`src/fbrq_pkg.sv`:
```
package fbrq_pkg;

  localparam int MaxBuffers = 8;
  localparam int IdxW       = $clog2(MaxBuffers);
  localparam int CntW       = $clog2(MaxBuffers + 1);
  localparam int CfgW       = 4;
  localparam int ModeW      = 2;
  localparam int StatusW    = 3;

  typedef struct packed {
    logic rebuild;
    logic exec;
  } cmd_t;

endpackage

```
`src/frame_buffer_recycle_queues.sv`:
```
// Frame buffer recycling queues: tracks up to eight display buffers by index in a
// free FIFO and an in-flight FIFO. tuser carries the operation (commit, acquire,
// retire) and tdata the buffer index to commit. Each item is executed in the cycle
// it is accepted and yields one result item through an output register, so the
// block takes one item per clock; s_axis_tready_o drops only while that register
// holds a result the downstream side has not taken. A write to the buffer count
// reinitializes both queues, leaving buffers 2 to count-1 free in ascending order.
module frame_buffer_recycle_queues (
  input  logic        clk_i,
  input  logic        rst_ni,
  input  logic        cfg_we_i,
  input  logic [3:0]  cfg_wdata_i,     // buffer_count
  input  logic        s_axis_tvalid_i,
  output logic        s_axis_tready_o,
  input  logic [7:0]  s_axis_tdata_i,  // [2:0] buffer_index, [7:3] zero
  input  logic [1:0]  s_axis_tuser_i,  // [1:0] mode
  output logic        m_axis_tvalid_o,
  input  logic        m_axis_tready_i,
  output logic [15:0] m_axis_tdata_o,  // [2:0] result_index, [6:3] free_count,
                                       // [10:7] inflight_count, [15:11] zero
  output logic [2:0]  m_axis_tuser_o   // [2:0] status
);
  import fbrq_pkg::*;

  cmd_t              cmd;
  logic [IdxW-1:0]   result_index;
  logic [CntW-1:0]   free_count;
  logic [CntW-1:0]   inflight_count;

  fbrq_ctrl u_ctrl (
    .clk_i       (clk_i),
    .rst_ni      (rst_ni),
    .cfg_we_i    (cfg_we_i),
    .in_valid_i  (s_axis_tvalid_i),
    .in_ready_o  (s_axis_tready_o),
    .out_valid_o (m_axis_tvalid_o),
    .out_ready_i (m_axis_tready_i),
    .cmd_o       (cmd)
  );

  fbrq_datapath u_datapath (
    .clk_i            (clk_i),
    .rst_ni           (rst_ni),
    .cmd_i            (cmd),
    .cfg_wdata_i      (cfg_wdata_i),
    .mode_i           (s_axis_tuser_i),
    .buffer_index_i   (s_axis_tdata_i[IdxW-1:0]),
    .result_index_o   (result_index),
    .status_o         (m_axis_tuser_o),
    .free_count_o     (free_count),
    .inflight_count_o (inflight_count)
  );

  assign m_axis_tdata_o = {5'b0, inflight_count, free_count, result_index};

endmodule

```
`src/fbrq_ctrl.sv`:
```
module fbrq_ctrl (
  input  logic          clk_i,
  input  logic          rst_ni,
  input  logic          cfg_we_i,
  input  logic          in_valid_i,
  output logic          in_ready_o,
  output logic          out_valid_o,
  input  logic          out_ready_i,
  output fbrq_pkg::cmd_t cmd_o
);
  import fbrq_pkg::*;

  typedef enum logic {
    OutEmpty,
    OutFull
  } state_e;

  state_e state_q, state_d;
  logic   exec;

  assign in_ready_o  = (state_q == OutEmpty) || out_ready_i;
  assign exec        = in_valid_i && in_ready_o;
  assign out_valid_o = (state_q == OutFull);

  assign cmd_o.exec    = exec;
  assign cmd_o.rebuild = cfg_we_i;

  always_comb begin
    state_d = state_q;
    unique case (state_q)
      OutEmpty: begin
        if (exec) state_d = OutFull;
      end
      OutFull: begin
        if (!exec && out_ready_i) state_d = OutEmpty;
      end
      default: state_d = OutEmpty;
    endcase
  end

  always_ff @(posedge clk_i or negedge rst_ni) begin
    if (!rst_ni) begin
      state_q <= OutEmpty;
    end else begin
      state_q <= state_d;
    end
  end

endmodule

```
`src/fbrq_datapath.sv`:
```
module fbrq_datapath (
  input  logic                          clk_i,
  input  logic                          rst_ni,
  input  fbrq_pkg::cmd_t                cmd_i,
  input  logic [fbrq_pkg::CfgW-1:0]     cfg_wdata_i,
  input  logic [fbrq_pkg::ModeW-1:0]    mode_i,
  input  logic [fbrq_pkg::IdxW-1:0]     buffer_index_i,
  output logic [fbrq_pkg::IdxW-1:0]     result_index_o,
  output logic [fbrq_pkg::StatusW-1:0]  status_o,
  output logic [fbrq_pkg::CntW-1:0]     free_count_o,
  output logic [fbrq_pkg::CntW-1:0]     inflight_count_o
);
  import fbrq_pkg::*;

  typedef enum logic [ModeW-1:0] {
    ModeCommit  = 2'd0,
    ModeAcquire = 2'd1,
    ModeRetire  = 2'd2
  } mode_e;

  typedef enum logic [StatusW-1:0] {
    StDone       = 3'd0,
    StQueued     = 3'd1,
    StRange      = 3'd2,
    StNoneFree   = 3'd3,
    StNoneFlight = 3'd4
  } status_e;

  logic [CntW-1:0]       count_q;
  logic [IdxW-1:0]       free_ring_q [MaxBuffers];
  logic [MaxBuffers-1:0] free_wr_q;
  logic [IdxW-1:0]       free_head_q, free_head_d;
  logic [CntW-1:0]       free_len_q, free_len_d;
  logic [IdxW-1:0]       flight_ring_q [MaxBuffers];
  logic [IdxW-1:0]       flight_head_q, flight_head_d;
  logic [CntW-1:0]       flight_len_q, flight_len_d;
  logic [MaxBuffers-1:0] mask_q, mask_d;

  logic [IdxW-1:0]       res_q, res_d;
  status_e               status_q, status_d;
  logic [CntW-1:0]       free_cnt_q, flight_cnt_q;

  logic [IdxW-1:0]       free_head_val;
  logic [IdxW-1:0]       free_tail;
  logic [IdxW-1:0]       flight_tail;
  logic                  free_we, flight_we;
  logic [IdxW-1:0]       free_wdata;

  logic [CntW-1:0]       count_new;
  logic [MaxBuffers-1:0] mask_new;

  // Clamp the written count and build the initial membership.
  always_comb begin
    if (cfg_wdata_i < CfgW'(2)) begin
      count_new = CntW'(2);
    end else if (cfg_wdata_i > CfgW'(MaxBuffers)) begin
      count_new = CntW'(MaxBuffers);
    end else begin
      count_new = CntW'(cfg_wdata_i);
    end
    for (int i = 0; i < MaxBuffers; i++) begin
      mask_new[i] = (CntW'(i) >= CntW'(2)) && (CntW'(i) < count_new);
    end
  end

  // A free slot not written since the last rebuild holds its initial index.
  assign free_head_val = free_wr_q[free_head_q] ? free_ring_q[free_head_q]
                                                : free_head_q + IdxW'(2);
  assign free_tail     = IdxW'(CntW'(free_head_q) + free_len_q);
  assign flight_tail   = IdxW'(CntW'(flight_head_q) + flight_len_q);

  always_comb begin
    free_head_d   = free_head_q;
    free_len_d    = free_len_q;
    flight_head_d = flight_head_q;
    flight_len_d  = flight_len_q;
    mask_d        = mask_q;
    free_we       = 1'b0;
    flight_we     = 1'b0;
    free_wdata    = flight_ring_q[flight_head_q];
    res_d         = '0;
    status_d      = StDone;
    unique case (mode_e'(mode_i))
      ModeCommit: begin
        if (CntW'(buffer_index_i) >= count_q) begin
          status_d = StRange;
        end else if (mask_q[buffer_index_i]) begin
          status_d = StQueued;
        end else if (flight_len_q < CntW'(MaxBuffers)) begin
          flight_we              = 1'b1;
          flight_len_d           = flight_len_q + CntW'(1);
          mask_d[buffer_index_i] = 1'b1;
        end
      end
      ModeAcquire: begin
        if (free_len_q == '0) begin
          status_d = StNoneFree;
        end else begin
          res_d                 = free_head_val;
          free_head_d           = free_head_q + IdxW'(1);
          free_len_d            = free_len_q - CntW'(1);
          mask_d[free_head_val] = 1'b0;
        end
      end
      ModeRetire: begin
        if (flight_len_q == '0) begin
          status_d = StNoneFlight;
        end else begin
          res_d         = flight_ring_q[flight_head_q];
          flight_head_d = flight_head_q + IdxW'(1);
          flight_len_d  = flight_len_q - CntW'(1);
          if (free_len_q < CntW'(MaxBuffers)) begin
            free_we    = 1'b1;
            free_len_d = free_len_q + CntW'(1);
          end
        end
      end
      default: begin
        status_d = StDone;
      end
    endcase
  end

  always_ff @(posedge clk_i or negedge rst_ni) begin
    if (!rst_ni) begin
      count_q       <= CntW'(2);
      free_wr_q     <= '0;
      free_head_q   <= '0;
      free_len_q    <= '0;
      flight_head_q <= '0;
      flight_len_q  <= '0;
      mask_q        <= '0;
    end else if (cmd_i.rebuild) begin
      count_q       <= count_new;
      free_wr_q     <= '0;
      free_head_q   <= '0;
      free_len_q    <= count_new - CntW'(2);
      flight_head_q <= '0;
      flight_len_q  <= '0;
      mask_q        <= mask_new;
    end else if (cmd_i.exec) begin
      free_head_q   <= free_head_d;
      free_len_q    <= free_len_d;
      flight_head_q <= flight_head_d;
      flight_len_q  <= flight_len_d;
      mask_q        <= mask_d;
      if (free_we) free_wr_q[free_tail] <= 1'b1;
    end
  end

  always_ff @(posedge clk_i) begin
    if (cmd_i.exec && !cmd_i.rebuild) begin
      if (free_we) free_ring_q[free_tail] <= free_wdata;
      if (flight_we) flight_ring_q[flight_tail] <= buffer_index_i;
      res_q        <= res_d;
      status_q     <= status_d;
      free_cnt_q   <= free_len_d;
      flight_cnt_q <= flight_len_d;
    end
  end

  assign result_index_o   = res_q;
  assign status_o         = status_q;
  assign free_count_o     = free_cnt_q;
  assign inflight_count_o = flight_cnt_q;

  assert property (@(posedge clk_i) disable iff (!rst_ni)
    $countones(mask_q) == int'(free_len_q) + int'(flight_len_q))
    else $error("membership mask disagrees with queue lengths");

  assert property (@(posedge clk_i) disable iff (!rst_ni)
    (mask_q >> count_q) == '0)
    else $error("buffer beyond count marked as queued");

  assert property (@(posedge clk_i) disable iff (!rst_ni)
    cmd_i.rebuild |=> (flight_len_q == '0) && (free_len_q == count_q - CntW'(2)))
    else $error("queues not reinitialized after count write");

endmodule

```
`config.mk`:
```
export PLATFORM = sky130hd
export DESIGN_NAME = frame_buffer_recycle_queues
export DESIGN_NICKNAME = d
export VERILOG_FILES = /design/src/fbrq_pkg.sv /design/src/frame_buffer_recycle_queues.sv /design/src/fbrq_ctrl.sv /design/src/fbrq_datapath.sv
export SDC_FILE = /design/constraint.sdc
export NUM_CORES = 1
export LEC_CHECK = 0
export BUFFER_PORTS_ARGS = -buffer_cell sky130_fd_sc_hd__buf_2
export CORE_ASPECT_RATIO = 1.75
export CORE_MARGIN = 10
export CORE_UTILIZATION = 60
export DETAILED_ROUTE_END_ITERATION = 12
export PLACE_DENSITY = 0.8
export SLEW_MARGIN = 10
export SYNTH_ARGS = -nofsm -noshare
export SYNTH_HDL_FRONTEND = slang
export SYNTH_SLANG_ARGS = --single-unit
```
`constraint.sdc`:
```
create_clock -name clk_i -period 7 [get_ports clk_i]
set_input_delay 0 -clock clk_i [delete_from_list [all_inputs] [get_ports clk_i]]
set_output_delay 0 -clock clk_i [all_outputs]
set_load 0.05 [all_outputs]
```
==> out/metrics.yaml, run 1 <==
outcome:
  status: "completed"
worst_setup_path:
  worstPathMaxFanout: 6
  setup.worst_path.start: "u_datapath.count_q[1]"
  cp-endpoint: "u_datapath.flight_ring_q[6][2]"
  start_kind: "register"
  r2r-start: "u_datapath.count_q[1]"
  r2r.worst_path.cells: 7
  r2r_end: "u_datapath.flight_ring_q[6][2]"
  crit_type: "reg -> reg"
  rrSetupSlack_ps: 3790
  worstSetupEndpointType: "register"
  cp.arrival_ps: 3190
  critPathRequiredTime_ps: 6980
yosys:
  synth_area_um2: 5250
  avgSynthCellArea_um2: 11.8
  yosysSeqAreaShare: 0.522
  ys.flop_type: "edfxtp_1"
  yosys-top-cells-area: "edfxtp_1 35%, dfrtp_1 16%, mux4_2 4.3%"
  ys_warn_count: 0
  ys_ff_latch: 97
  synth_top_area_cell: "edfxtp_1"
  yosysUniqueCellTypes: 78
  async_reset_ff_frac: 0.361
  yosysTopAreaCellShare: 0.355
  synthCells: 444
  synth-edff-count: 62
timing:
  fin_crit_ps: 3210
  rsz0062_at_grt: "no"
  setup_violations: 0
  fin_crit_sh: 0.459
  tns_ps: 0
  worst_pin_slew_ps: 1010
  maxSlewHeadroom: 0.322
  skew_ps: 5.14
  final_hold_viol_count: 0
  fmax_ghz: 0.311
  slew_violations: 0
pwr:
  p_comb_frac: 0.127
  leakagePower_uw: 0.00222
  p_switching_uw: 333
  sw_frac_of_total: 0.244
  p_per_area_nw_per_um2: 237
  p_int_uw: 1030
  vdd_drop_max_mv: 0.207
  clkPwrFrac: 0.401
  pwr-share-seq: 0.471
cts:
  path_clk_slew_ps: 60
  h-tree-depth: 3
  numCtsBuffers: 9
  clockBufferDepth: 2
  clock_sinks: 97
  cts_setup_buffers: 0
  cts_tree: "done"
  clock_latency_ps: 350
  hold_buffers: 3
  cts_resized: 0
  cts-root-buf: "clkbuf_16"
final_layout:
  diodes: 0
  num-nets-final: 500
  fillers: 632
  drive_above_1_share: 0.165
  design_area_um2: 5760
  area_growth_pct: 9.68
global_routing:
  grtUsageMet2: 0.357
  antenna_found_initial: 0
  gr-usage-met3: 0.0376
  top_usage_layer: "met2"
  grt_use_total: 0.183
  overflow: 0
  grt_pass1_vias: 3810
  grt_max_degree: 36
  grt_pass1_wl_um: 18800
  grtUsageMet1: 0.172
place:
  port_buffers: 29
  place.gp.congestion: 0.927
  place_area_um2: 5400
  dp_hpwl_um: 8680
die:
  core_area_um2: 8610
  start_util: 0.609
  dieArea_um2: 13000
  rows: 45
  fp.dieH_um: 144
  dieWidth_um: 90.7
  io_pins: 40
drt:
  drt-initial-drc-count: 271
  wl_per_cell_um: 20.3
  vias: 3723
  post-route-drc-count: 0
  routed_wirelength_um: 11900
  vias_per_cell: 6.36
  postRouteAntennaNets: 0
  dr.pass1.iters: 5
job:
  maxCapViolations: 0
worst_hold_path:
  hold_path.class: "in -> reg"
-- routing by layer --
metal	part of all wire	routed length (um)
met5	0	0
met2	0.58	6870
met1	0.34	4040
met4	0.037	444
met3	0.042	496
-- worst min-delay path by stage --
stage / depth (start not counted) / slack [ps] / end / from
finish: 3 / 40 / u_ctrl.out_valid_o / m_axis_tready_i
global route: 1 / 70 / u_datapath.flight_ring_q[1][0] / s_axis_tdata_i[0]
CTS: 3 / 30 / u_ctrl.out_valid_o / m_axis_tready_i
detailed placement: 1 / 140 / u_datapath.count_q[3] / rst_ni
global placement: 1 / 140 / u_datapath.count_q[3] / rst_ni
floorplan: 0 / -300 / u_ctrl.out_valid_o / rst_ni
-- flip-flops by register name (all words and copies together), names as in the netlist, 4 cells and up --
signal and cells:
u_datapath.free_ring_q 24, u_datapath.count_q 4, u_datapath.free_len_q 4, u_datapath.flight_len_q 4, u_datapath.mask_q 8, u_datapath.free_count_o 4
u_datapath.flight_ring_q 24, u_datapath.inflight_count_o 4, u_datapath.free_wr_q 8
-- cells in the mapped netlist, types with 3 or more instances --
cell type / instances
mux2i_1: 12
nor2b_1: 4
buf_2: 7
nand2_1: 24
a21o_1: 6
mux2_2: 8
o21ai_0: 20
nand3_1: 7
mux4_2: 10
buf_4: 6
o22ai_1: 5
xor2_1: 6
dfrtp_1: 34
a211oi_1: 4
nor2_1: 40
a311oi_1: 4
clkbuf_1: 10
o21a_1: 7
nand2b_1: 7
xnor2_1: 4
edfxtp_1: 62
nand4_1: 5
and3_1: 3
nor4_1: 3
inv_1: 27
nor3_1: 13
a41oi_1: 3
a31oi_1: 9
ha_1: 16
buf_6: 3
a21oi_1: 17
and2_1: 4
-- worst max-delay path: stages, from the launching register on --
cell and delay [ps]:
dfstp_2 520, inv_1 50, ha_1 270, a211oi_1 440, o21ai_0 340, nor3_2 490
nand2_1 200, nor4_1 540
-- metrics by stage --
step,power [uW],hold WS (ps),util,cells,worst slack [ps]
CTS,1370,31.1,0.668,585,3810
global placement,819,136,0.627,566,3760
detailed placement,824,142,0.627,566,3740
global route,1410,71.5,0.668,585,3550
finish,1370,41.5,0.668,585,3790
floorplan,780,-296,-,448,4290
-- power by group through the flow --
stage,sequential [uW],clock (uW),combinational [uW]
floorplan,663,0,117
global placement,654,0,165
detailed placement,654,0,170
CTS,643,552,172
global route,645,574,189
finish,644,548,174
-- area by class of cell --
| class | count | area [um2] | share of cell area |
|---|---|---|---|
| Multi-Input combinational cell | 296 | 2270 | 0.394 |
| Clock buffer | 13 | 240 | 0.0417 |
| Inverter | 27 | 101 | 0.0176 |
| Clock inverter | 3 | 90.1 | 0.0156 |
| Sequential cell | 97 | 2740 | 0.476 |
| Timing Repair Buffer | 32 | 175 | 0.0304 |
| Tap cell | 117 | 146 | 0.0254 |
-- kinds of logic (layout without fill, tap and decap cells) --
logic type	after synthesis	in the layout	share of synthesized area
AO/OA/AOI/OAI	102	102	0.143
other	1	5	0.000714
XOR/XNOR	10	10	0.0167
AND/OR/NAND/NOR	128	128	0.127
buffers and inverters	55	75	0.0496
multiplexers	33	33	0.0958
flip-flops	97	97	0.522
adder cells (fa/ha/maj)	18	18	0.0458
-- placed cells by master, fill, tap and decap left out, drive strengths merged, types with 5 or more instances in the layout --
cell type | synthesis | layout
a21o | 6 | 6
a21oi | 18 | 18
a31oi | 9 | 9
and2 | 5 | 5
buf | 18 | 29
clkbuf | 10 | 13
conb | 1 | 5
dfrtp | 34 | 34
edfxtp | 62 | 62
ha | 16 | 16
inv | 27 | 27
mux2 | 9 | 9
mux2i | 12 | 12
mux4 | 12 | 12
nand2 | 24 | 24
nand2b | 7 | 7
nand3 | 8 | 8
nand4 | 6 | 6
nor2 | 41 | 41
nor3 | 14 | 14
o21a | 7 | 7
o21ai | 21 | 21
o22ai | 5 | 5
xor2 | 6 | 6
Power figures use the tool's default switching activity.
==> inputs of run 2 (changes only) <==
==> constraint.sdc (replaced) <==
create_clock -name clk_i -period 3.3 [get_ports clk_i]
set_input_delay 0 -clock clk_i [delete_from_list [all_inputs] [get_ports clk_i]]
set_output_delay 0 -clock clk_i [all_outputs]
set_load 0.05 [all_outputs]
==> out/metrics.yaml, run 2 (synthesis gave the netlist of run 1 again) <==
outcome:
  status: "completed"  # unchanged
place:
  placed_cells: 578  # was 566
  place.gp.congestion: 0.893  # was 0.927
  dp_slack_ps: 480  # was 3740 ps
  dp_hpwl_um: 9160  # was 8680 um
  port_buffers: 29  # unchanged
pwr:
  clkPwrFrac: 0.384  # was 0.401
  leakagePower_uw: 0.00227  # was 0.00222 uW
  p_int_uw: 2120  # was 1030 uW
  pwr-share-seq: 0.482  # was 0.471
  vdd_drop_max_mv: 0.415  # was 0.207 mV
  p_switching_uw: 710  # was 333 uW
  p_comb_frac: 0.134  # was 0.127
  sw_frac_of_total: 0.251  # was 0.244
  p_per_area_nw_per_um2: 486  # was 237 nW/um2
timing:
  rsz0062_at_grt: "no"  # unchanged
  fin_crit_ps: 2760  # was 3210 ps
  setup_ws_ps: 536  # was 3790 ps
  setup_violations: 0  # unchanged
  skew_ps: 8.29  # was 5.14 ps
  fin_crit_sh: 0.838  # was 0.459
  worst_pin_slew_ps: 878  # was 1010 ps
  maxSlewHeadroom: 0.414  # was 0.322
  final_hold_viol_count: 0  # unchanged
  tns_ps: 0  # unchanged
  fmax_ghz: 0.362  # was 0.311 GHz
  slew_violations: 0  # unchanged
  hold_ws_ps: 23.0  # was 41.5 ps
worst_setup_path:
  critPathRequiredTime_ps: 3300  # was 6980 ps
  crit_type: "reg -> reg"  # unchanged
  worstSetupEndpointType: "register"  # unchanged
  start_kind: "register"  # unchanged
  cp.arrival_ps: 2760  # was 3190 ps
  worstPathMaxFanout: 5  # was 6
drt:
  drt-initial-drc-count: 303  # was 271
  vias_per_cell: 6.28  # was 6.36
  wl_per_cell_um: 20.8  # was 20.3 um
  postRouteAntennaNets: 0  # unchanged
  dr.pass1.iters: 5  # unchanged
  post-route-drc-count: 0  # unchanged
  routed_wirelength_um: 12400  # was 11900 um
  vias: 3749  # was 3723
worst_hold_path:
  hold_path.class: "in -> reg"  # unchanged
die:
  start_util: 0.609  # unchanged
  core_area_um2: 8610  # unchanged
  fp.dieH_um: 144  # unchanged
  dieWidth_um: 90.7  # unchanged
  io_pins: 40  # unchanged
  dieArea_um2: 13000  # unchanged
  rows: 45  # unchanged
final_layout:
  stdcell_count: 597  # was 585
  final_core_util: 0.676  # was 0.668
  area_growth_pct: 11.0  # was 9.68%
  mostFrequentLayoutCells: "62 x edfxtp_1, 40 x nor2_1, 34 x dfrtp_1, 29 x buf_2, 27 x inv_1"  # unchanged
  diodes: 0  # unchanged
  register_area_um2: 2740  # unchanged
  multi_input_area_um2: 2270  # unchanged
  largest_registers: "u_datapath.flight_ring_q: 24 flops, u_datapath.free_ring_q: 24 flops"  # unchanged
  num-nets-final: 512  # was 500
  mostFrequentLayoutCell: "edfxtp_1"  # unchanged
  drive_above_1_share: 0.185  # was 0.165
  fillers: 627  # was 632
cts:
  numCtsBuffers: 9  # unchanged
  hold_buffers: 3  # unchanged
  path_clk_slew_ps: 60  # about the same
  cts_resized: 0  # unchanged
  clockBufferDepth: 2  # unchanged
  cts-root-buf: "clkbuf_16"  # unchanged
  clock_sinks: 97  # unchanged
  cts_tree: "done"  # unchanged
  cts_setup_buffers: 0  # unchanged
  h-tree-depth: 3  # unchanged
  clock_latency_ps: 350  # about the same
global_routing:
  grt_pass1_wl_um: 19900  # was 18800 um
  antenna_found_initial: 0  # unchanged
  grt_use_total: 0.196  # was 0.183
  overflow: 0  # unchanged
  grt_pass1_vias: 3954  # was 3810
  grt_max_degree: 36  # unchanged
job:
  maxCapViolations: 0  # unchanged
==> run 2: critical path: stages (launching register included) <==
cell	delay (ps)
dfrtp_1	380
ha_1	270
nand2b_1	150
a211oi_1	390
o21ai_0	310
nor3_2	320
nand2_1	170
nor3_1	400
==> run 2: final timing paths <==
| path | from | endpoint | slack, ps | cells after the start |
|---|---|---|---|---|
| min | m_axis_tready_i | u_ctrl.out_valid_o | 20 | 3 |
| max | u_datapath.count_q[0] | u_datapath.flight_ring_q[7][1] | 540 | 7 |
| min in group asynchronous | rst_ni | u_datapath.count_q[2] | 310 | 2 |
| max reg2reg | u_datapath.count_q[0] | u_datapath.flight_ring_q[7][1] | 540 | 7 |
| min reg2reg | u_datapath.free_wr_q[4] | u_datapath.free_wr_q[4] | 490 | 1 |
| max in group asynchronous | rst_ni | u_datapath.free_head_q[1] | 2430 | 2 |
==> run 2: routing by layer <==
metal  part of all wire  GRT usage
met1               0.34      0.179
met4              0.050      0.125
met5                  0          0
met2               0.57      0.380
met3              0.042     0.0386
==> run 2: final cells by class <==
cell class	count	share of cell area
Multi-Input combinational cell	296	0.389
Timing Repair Buffer	44	0.0455
Sequential cell	97	0.470
Inverter	27	0.0174
Clock buffer	13	0.0412
Clock inverter	3	0.0116
Tap cell	117	0.0251
==> run 2: per-stage QoR <==
stage	power, uW	cell area, um2
detailed placement	1760	5490
floorplan	1650	5270
finish	2830	5830
global placement	1740	5490
global route	2920	5830
CTS	2830	5830
==> run 2: power groups by stage <==
| stage | Sequential [uW] | Clock (uW) | Combinational (uW) |
|---|---|---|---|
| 2_1_floorplan | 1410 | 0 | 248 |
| 3_3_place_gp | 1390 | 0 | 358 |
| 3_5_place_dp | 1390 | 0 | 370 |
| 4_1_cts | 1360 | 1090 | 376 |
| 5_1_grt | 1370 | 1130 | 413 |
| 6_report | 1360 | 1090 | 380 |
==> inputs of run 3 (changes only) <==
--- a/config.mk
+++ b/config.mk
@@ -8,9 +8,9 @@
 export BUFFER_PORTS_ARGS = -buffer_cell sky130_fd_sc_hd__buf_2
 export CORE_ASPECT_RATIO = 1.75
 export CORE_MARGIN = 10
-export CORE_UTILIZATION = 60
+export CORE_UTILIZATION = 55
 export DETAILED_ROUTE_END_ITERATION = 12
-export PLACE_DENSITY = 0.8
+export PLACE_DENSITY = 0.77
 export SLEW_MARGIN = 10
 export SYNTH_ARGS = -nofsm -noshare
 export SYNTH_HDL_FRONTEND = slang
==> constraint.sdc (replaced) <==
create_clock -name clk_i -period 2.3 [get_ports clk_i]
set_input_delay 0 -clock clk_i [delete_from_list [all_inputs] [get_ports clk_i]]
set_output_delay 0 -clock clk_i [all_outputs]
set_load 0.05 [all_outputs]
==> out/metrics.yaml, run 3 (synthesis gave the netlist of run 1 again) <==
cts:
  clock_sinks: 97  # unchanged
  h-tree-depth: 3  # unchanged
  path_clk_slew_ps: 60  # about the same
  cts-root-buf: "clkbuf_16"  # unchanged
  numCtsBuffers: 9  # unchanged
  cts_tree: "done"  # unchanged
  clockBufferDepth: 2  # unchanged
  clock_latency_ps: 340  # was 350 ps
worst_setup_path:
  start_kind: "register"  # unchanged
  crit_type: "reg -> reg"  # unchanged
  critPathRequiredTime_ps: 2320  # was 3300 ps
  cp.arrival_ps: 2320  # was 2760 ps
  worstSetupEndpointType: "register"  # unchanged
  r2r.worst_path.cells: 7  # unchanged
  worstPathMaxFanout: 4  # was 5
outcome:
  status: "completed"  # unchanged
final_layout:
  num-nets-final: 548  # was 512
  drive_above_1_share: 0.304  # was 0.185
  mostFrequentLayoutCells: "62 x edfxtp_1, 46 x buf_4, 35 x nor2_1, 34 x dfrtp_1, 29 x buf_2"  # was 62 x edfxtp_1, 40 x nor2_1, 34 x dfrtp_1, 29 x buf_2, 27 x inv_1
  fillers: 708  # was 627
  area_growth_pct: 20.0  # was 11.0%
  largest_registers: "u_datapath.flight_ring_q: 24 flops, u_datapath.free_ring_q: 24 flops"  # unchanged
  mostFrequentLayoutCell: "edfxtp_1"  # unchanged
  multi_input_area_um2: 2500  # was 2270 um2
  diodes: 0  # unchanged
  register_area_um2: 2740  # unchanged
drt:
  dr.pass1.iters: 4  # was 5
  wl_per_cell_um: 21.1  # was 20.8 um
  postRouteAntennaNets: 0  # unchanged
  post-route-drc-count: 0  # unchanged
  vias_per_cell: 6.19  # was 6.28
  routed_wirelength_um: 13500  # was 12400 um
  vias: 3949  # was 3749
  drt-initial-drc-count: 178  # was 303
worst_hold_path:
  hold_path.class: "in -> reg"  # unchanged
  holdPathStages: 2  # was 3
timing:
  maxSlewHeadroom: 0.419  # was 0.414
  final_hold_viol_count: 0  # unchanged
  fin_crit_ps: 2300  # was 2760 ps
  fin_crit_sh: 0.998  # was 0.838
  rsz0062_at_grt: "yes"  # was no
  tns_ps: 0  # unchanged
  slew_violations: 0  # unchanged
  setup_ws_ps: 4.66  # was 536 ps
  worst_pin_slew_ps: 872  # was 878 ps
  setup_violations: 0  # unchanged
  fmax_ghz: 0.436  # was 0.362 GHz
  skew_ps: 6.51  # was 8.29 ps
die:
  dieWidth_um: 93.9  # was 90.7 um
  io_pins: 40  # unchanged
  start_util: 0.558  # was 0.609
  fp.dieH_um: 149  # was 144 um
  dieArea_um2: 14000  # was 13000 um2
  rows: 47  # was 45
  core_area_um2: 9410  # was 8610 um2
global_routing:
  antenna_found_initial: 0  # unchanged
  grt_pass1_vias: 3958  # was 3954
  overflow: 0  # unchanged
  grt_use_total: 0.196  # about the same
  grt_pass1_wl_um: 20800  # was 19900 um
  grt_max_degree: 36  # unchanged
pwr:
  leakagePower_uw: 0.00250  # was 0.00227 uW
  p_per_area_nw_per_um2: 625  # was 486 nW/um2
  vdd_drop_max_mv: 0.512  # was 0.415 mV
place:
  place.gp.congestion: 0.920  # was 0.893
  port_buffers: 29  # unchanged
  dp_hpwl_um: 10000  # was 9160 um
  dp_slack_ps: -155  # was 480 ps
job:
  maxCapViolations: 0  # unchanged
==> run 3: changes by cell type in the layout (fill, tap and decap cells not counted), sizes merged <==
cell      before  now
buf           41   77
clkinv         0    3
bufinv         2    0
clkbuf        13   12
clkinvlp       1    2
inv           27   26
==> run 3: per-stage QoR <==
stage / instances / hold WS [ps] / total power, uW / cell area (um2) / util
CTS: 636 / 3.09 / 3900 / 6140 / 0.653
floorplan: 448 / -296 / 2380 / 5310 / -
finish: 638 / 9.64 / 3940 / 6300 / 0.670
global route: 638 / 23.1 / 4070 / 6300 / 0.670
global placement: 618 / 134 / 2560 / 5810 / 0.618
detailed placement: 618 / 149 / 2580 / 5810 / 0.618
==> run 3: path summary, 6_finish.rpt <==
path	startpoint	endpoint	slack (ps)
setup reg to reg	u_datapath.count_q[0]	u_datapath.flight_ring_q[2][0]	5
max in group asynchronous	rst_ni	u_datapath.free_head_q[1]	1440
setup / recovery	u_datapath.count_q[0]	u_datapath.flight_ring_q[2][0]	5
hold reg to reg	u_datapath.free_wr_q[5]	u_datapath.free_wr_q[5]	500
hold / removal	cfg_wdata_i[3]	u_datapath.count_q[3]	10
min in group asynchronous	rst_ni	u_datapath.mask_q[7]	310
==> run 3: layout make-up <==
cell class / count / share of cell area
Clock buffer: 12 / 0.0375
Sequential cell: 97 / 0.435
Clock inverter: 4 / 0.00318
Inverter: 27 / 0.0167
Multi-Input combinational cell: 296 / 0.396
Tap cell: 122 / 0.0242
Timing Repair Buffer: 80 / 0.0876
==> run 3: critical path, cell delays in order, from the launching register on <==
cell and delay (ps):
dfrtp_1 390, ha_1 280, nand2b_4 150, a211oi_4 270, o21ai_2 150, nor3_4 300
nand2b_4 130, nor4_4 300
==> run 3: routing by layer <==
layer / GRT usage / wire, um / vias up / share of wire
met5: 0 / 0 / - / 0
met2: 0.360 / 7780 / 122 / 0.58
met3: 0.0338 / 485 / 46 / 0.036
li1: - / - / 1800 / -
met1: 0.188 / 4470 / 1981 / 0.33
met4: 0.139 / 743 / 0 / 0.055
==> run 3: timing repair <==
action                                 in CTS  in global routing
gates resized for setup                    10                 30
endpoints found under the hold margin      35                  0
pin swaps                                   3                  8
buffers inserted                            0                  2
setup endpoints to repair                  34                 64
hold buffers                                3                  0
==> run 3: report_power, final <==
| group | switching, uW | internal (uW) |
|---|---|---|
| sequential | 39.5 | 1910 |
| clock | 600 | 725 |
| combinational | 421 | 244 |
| total | 1060 | 2880 |
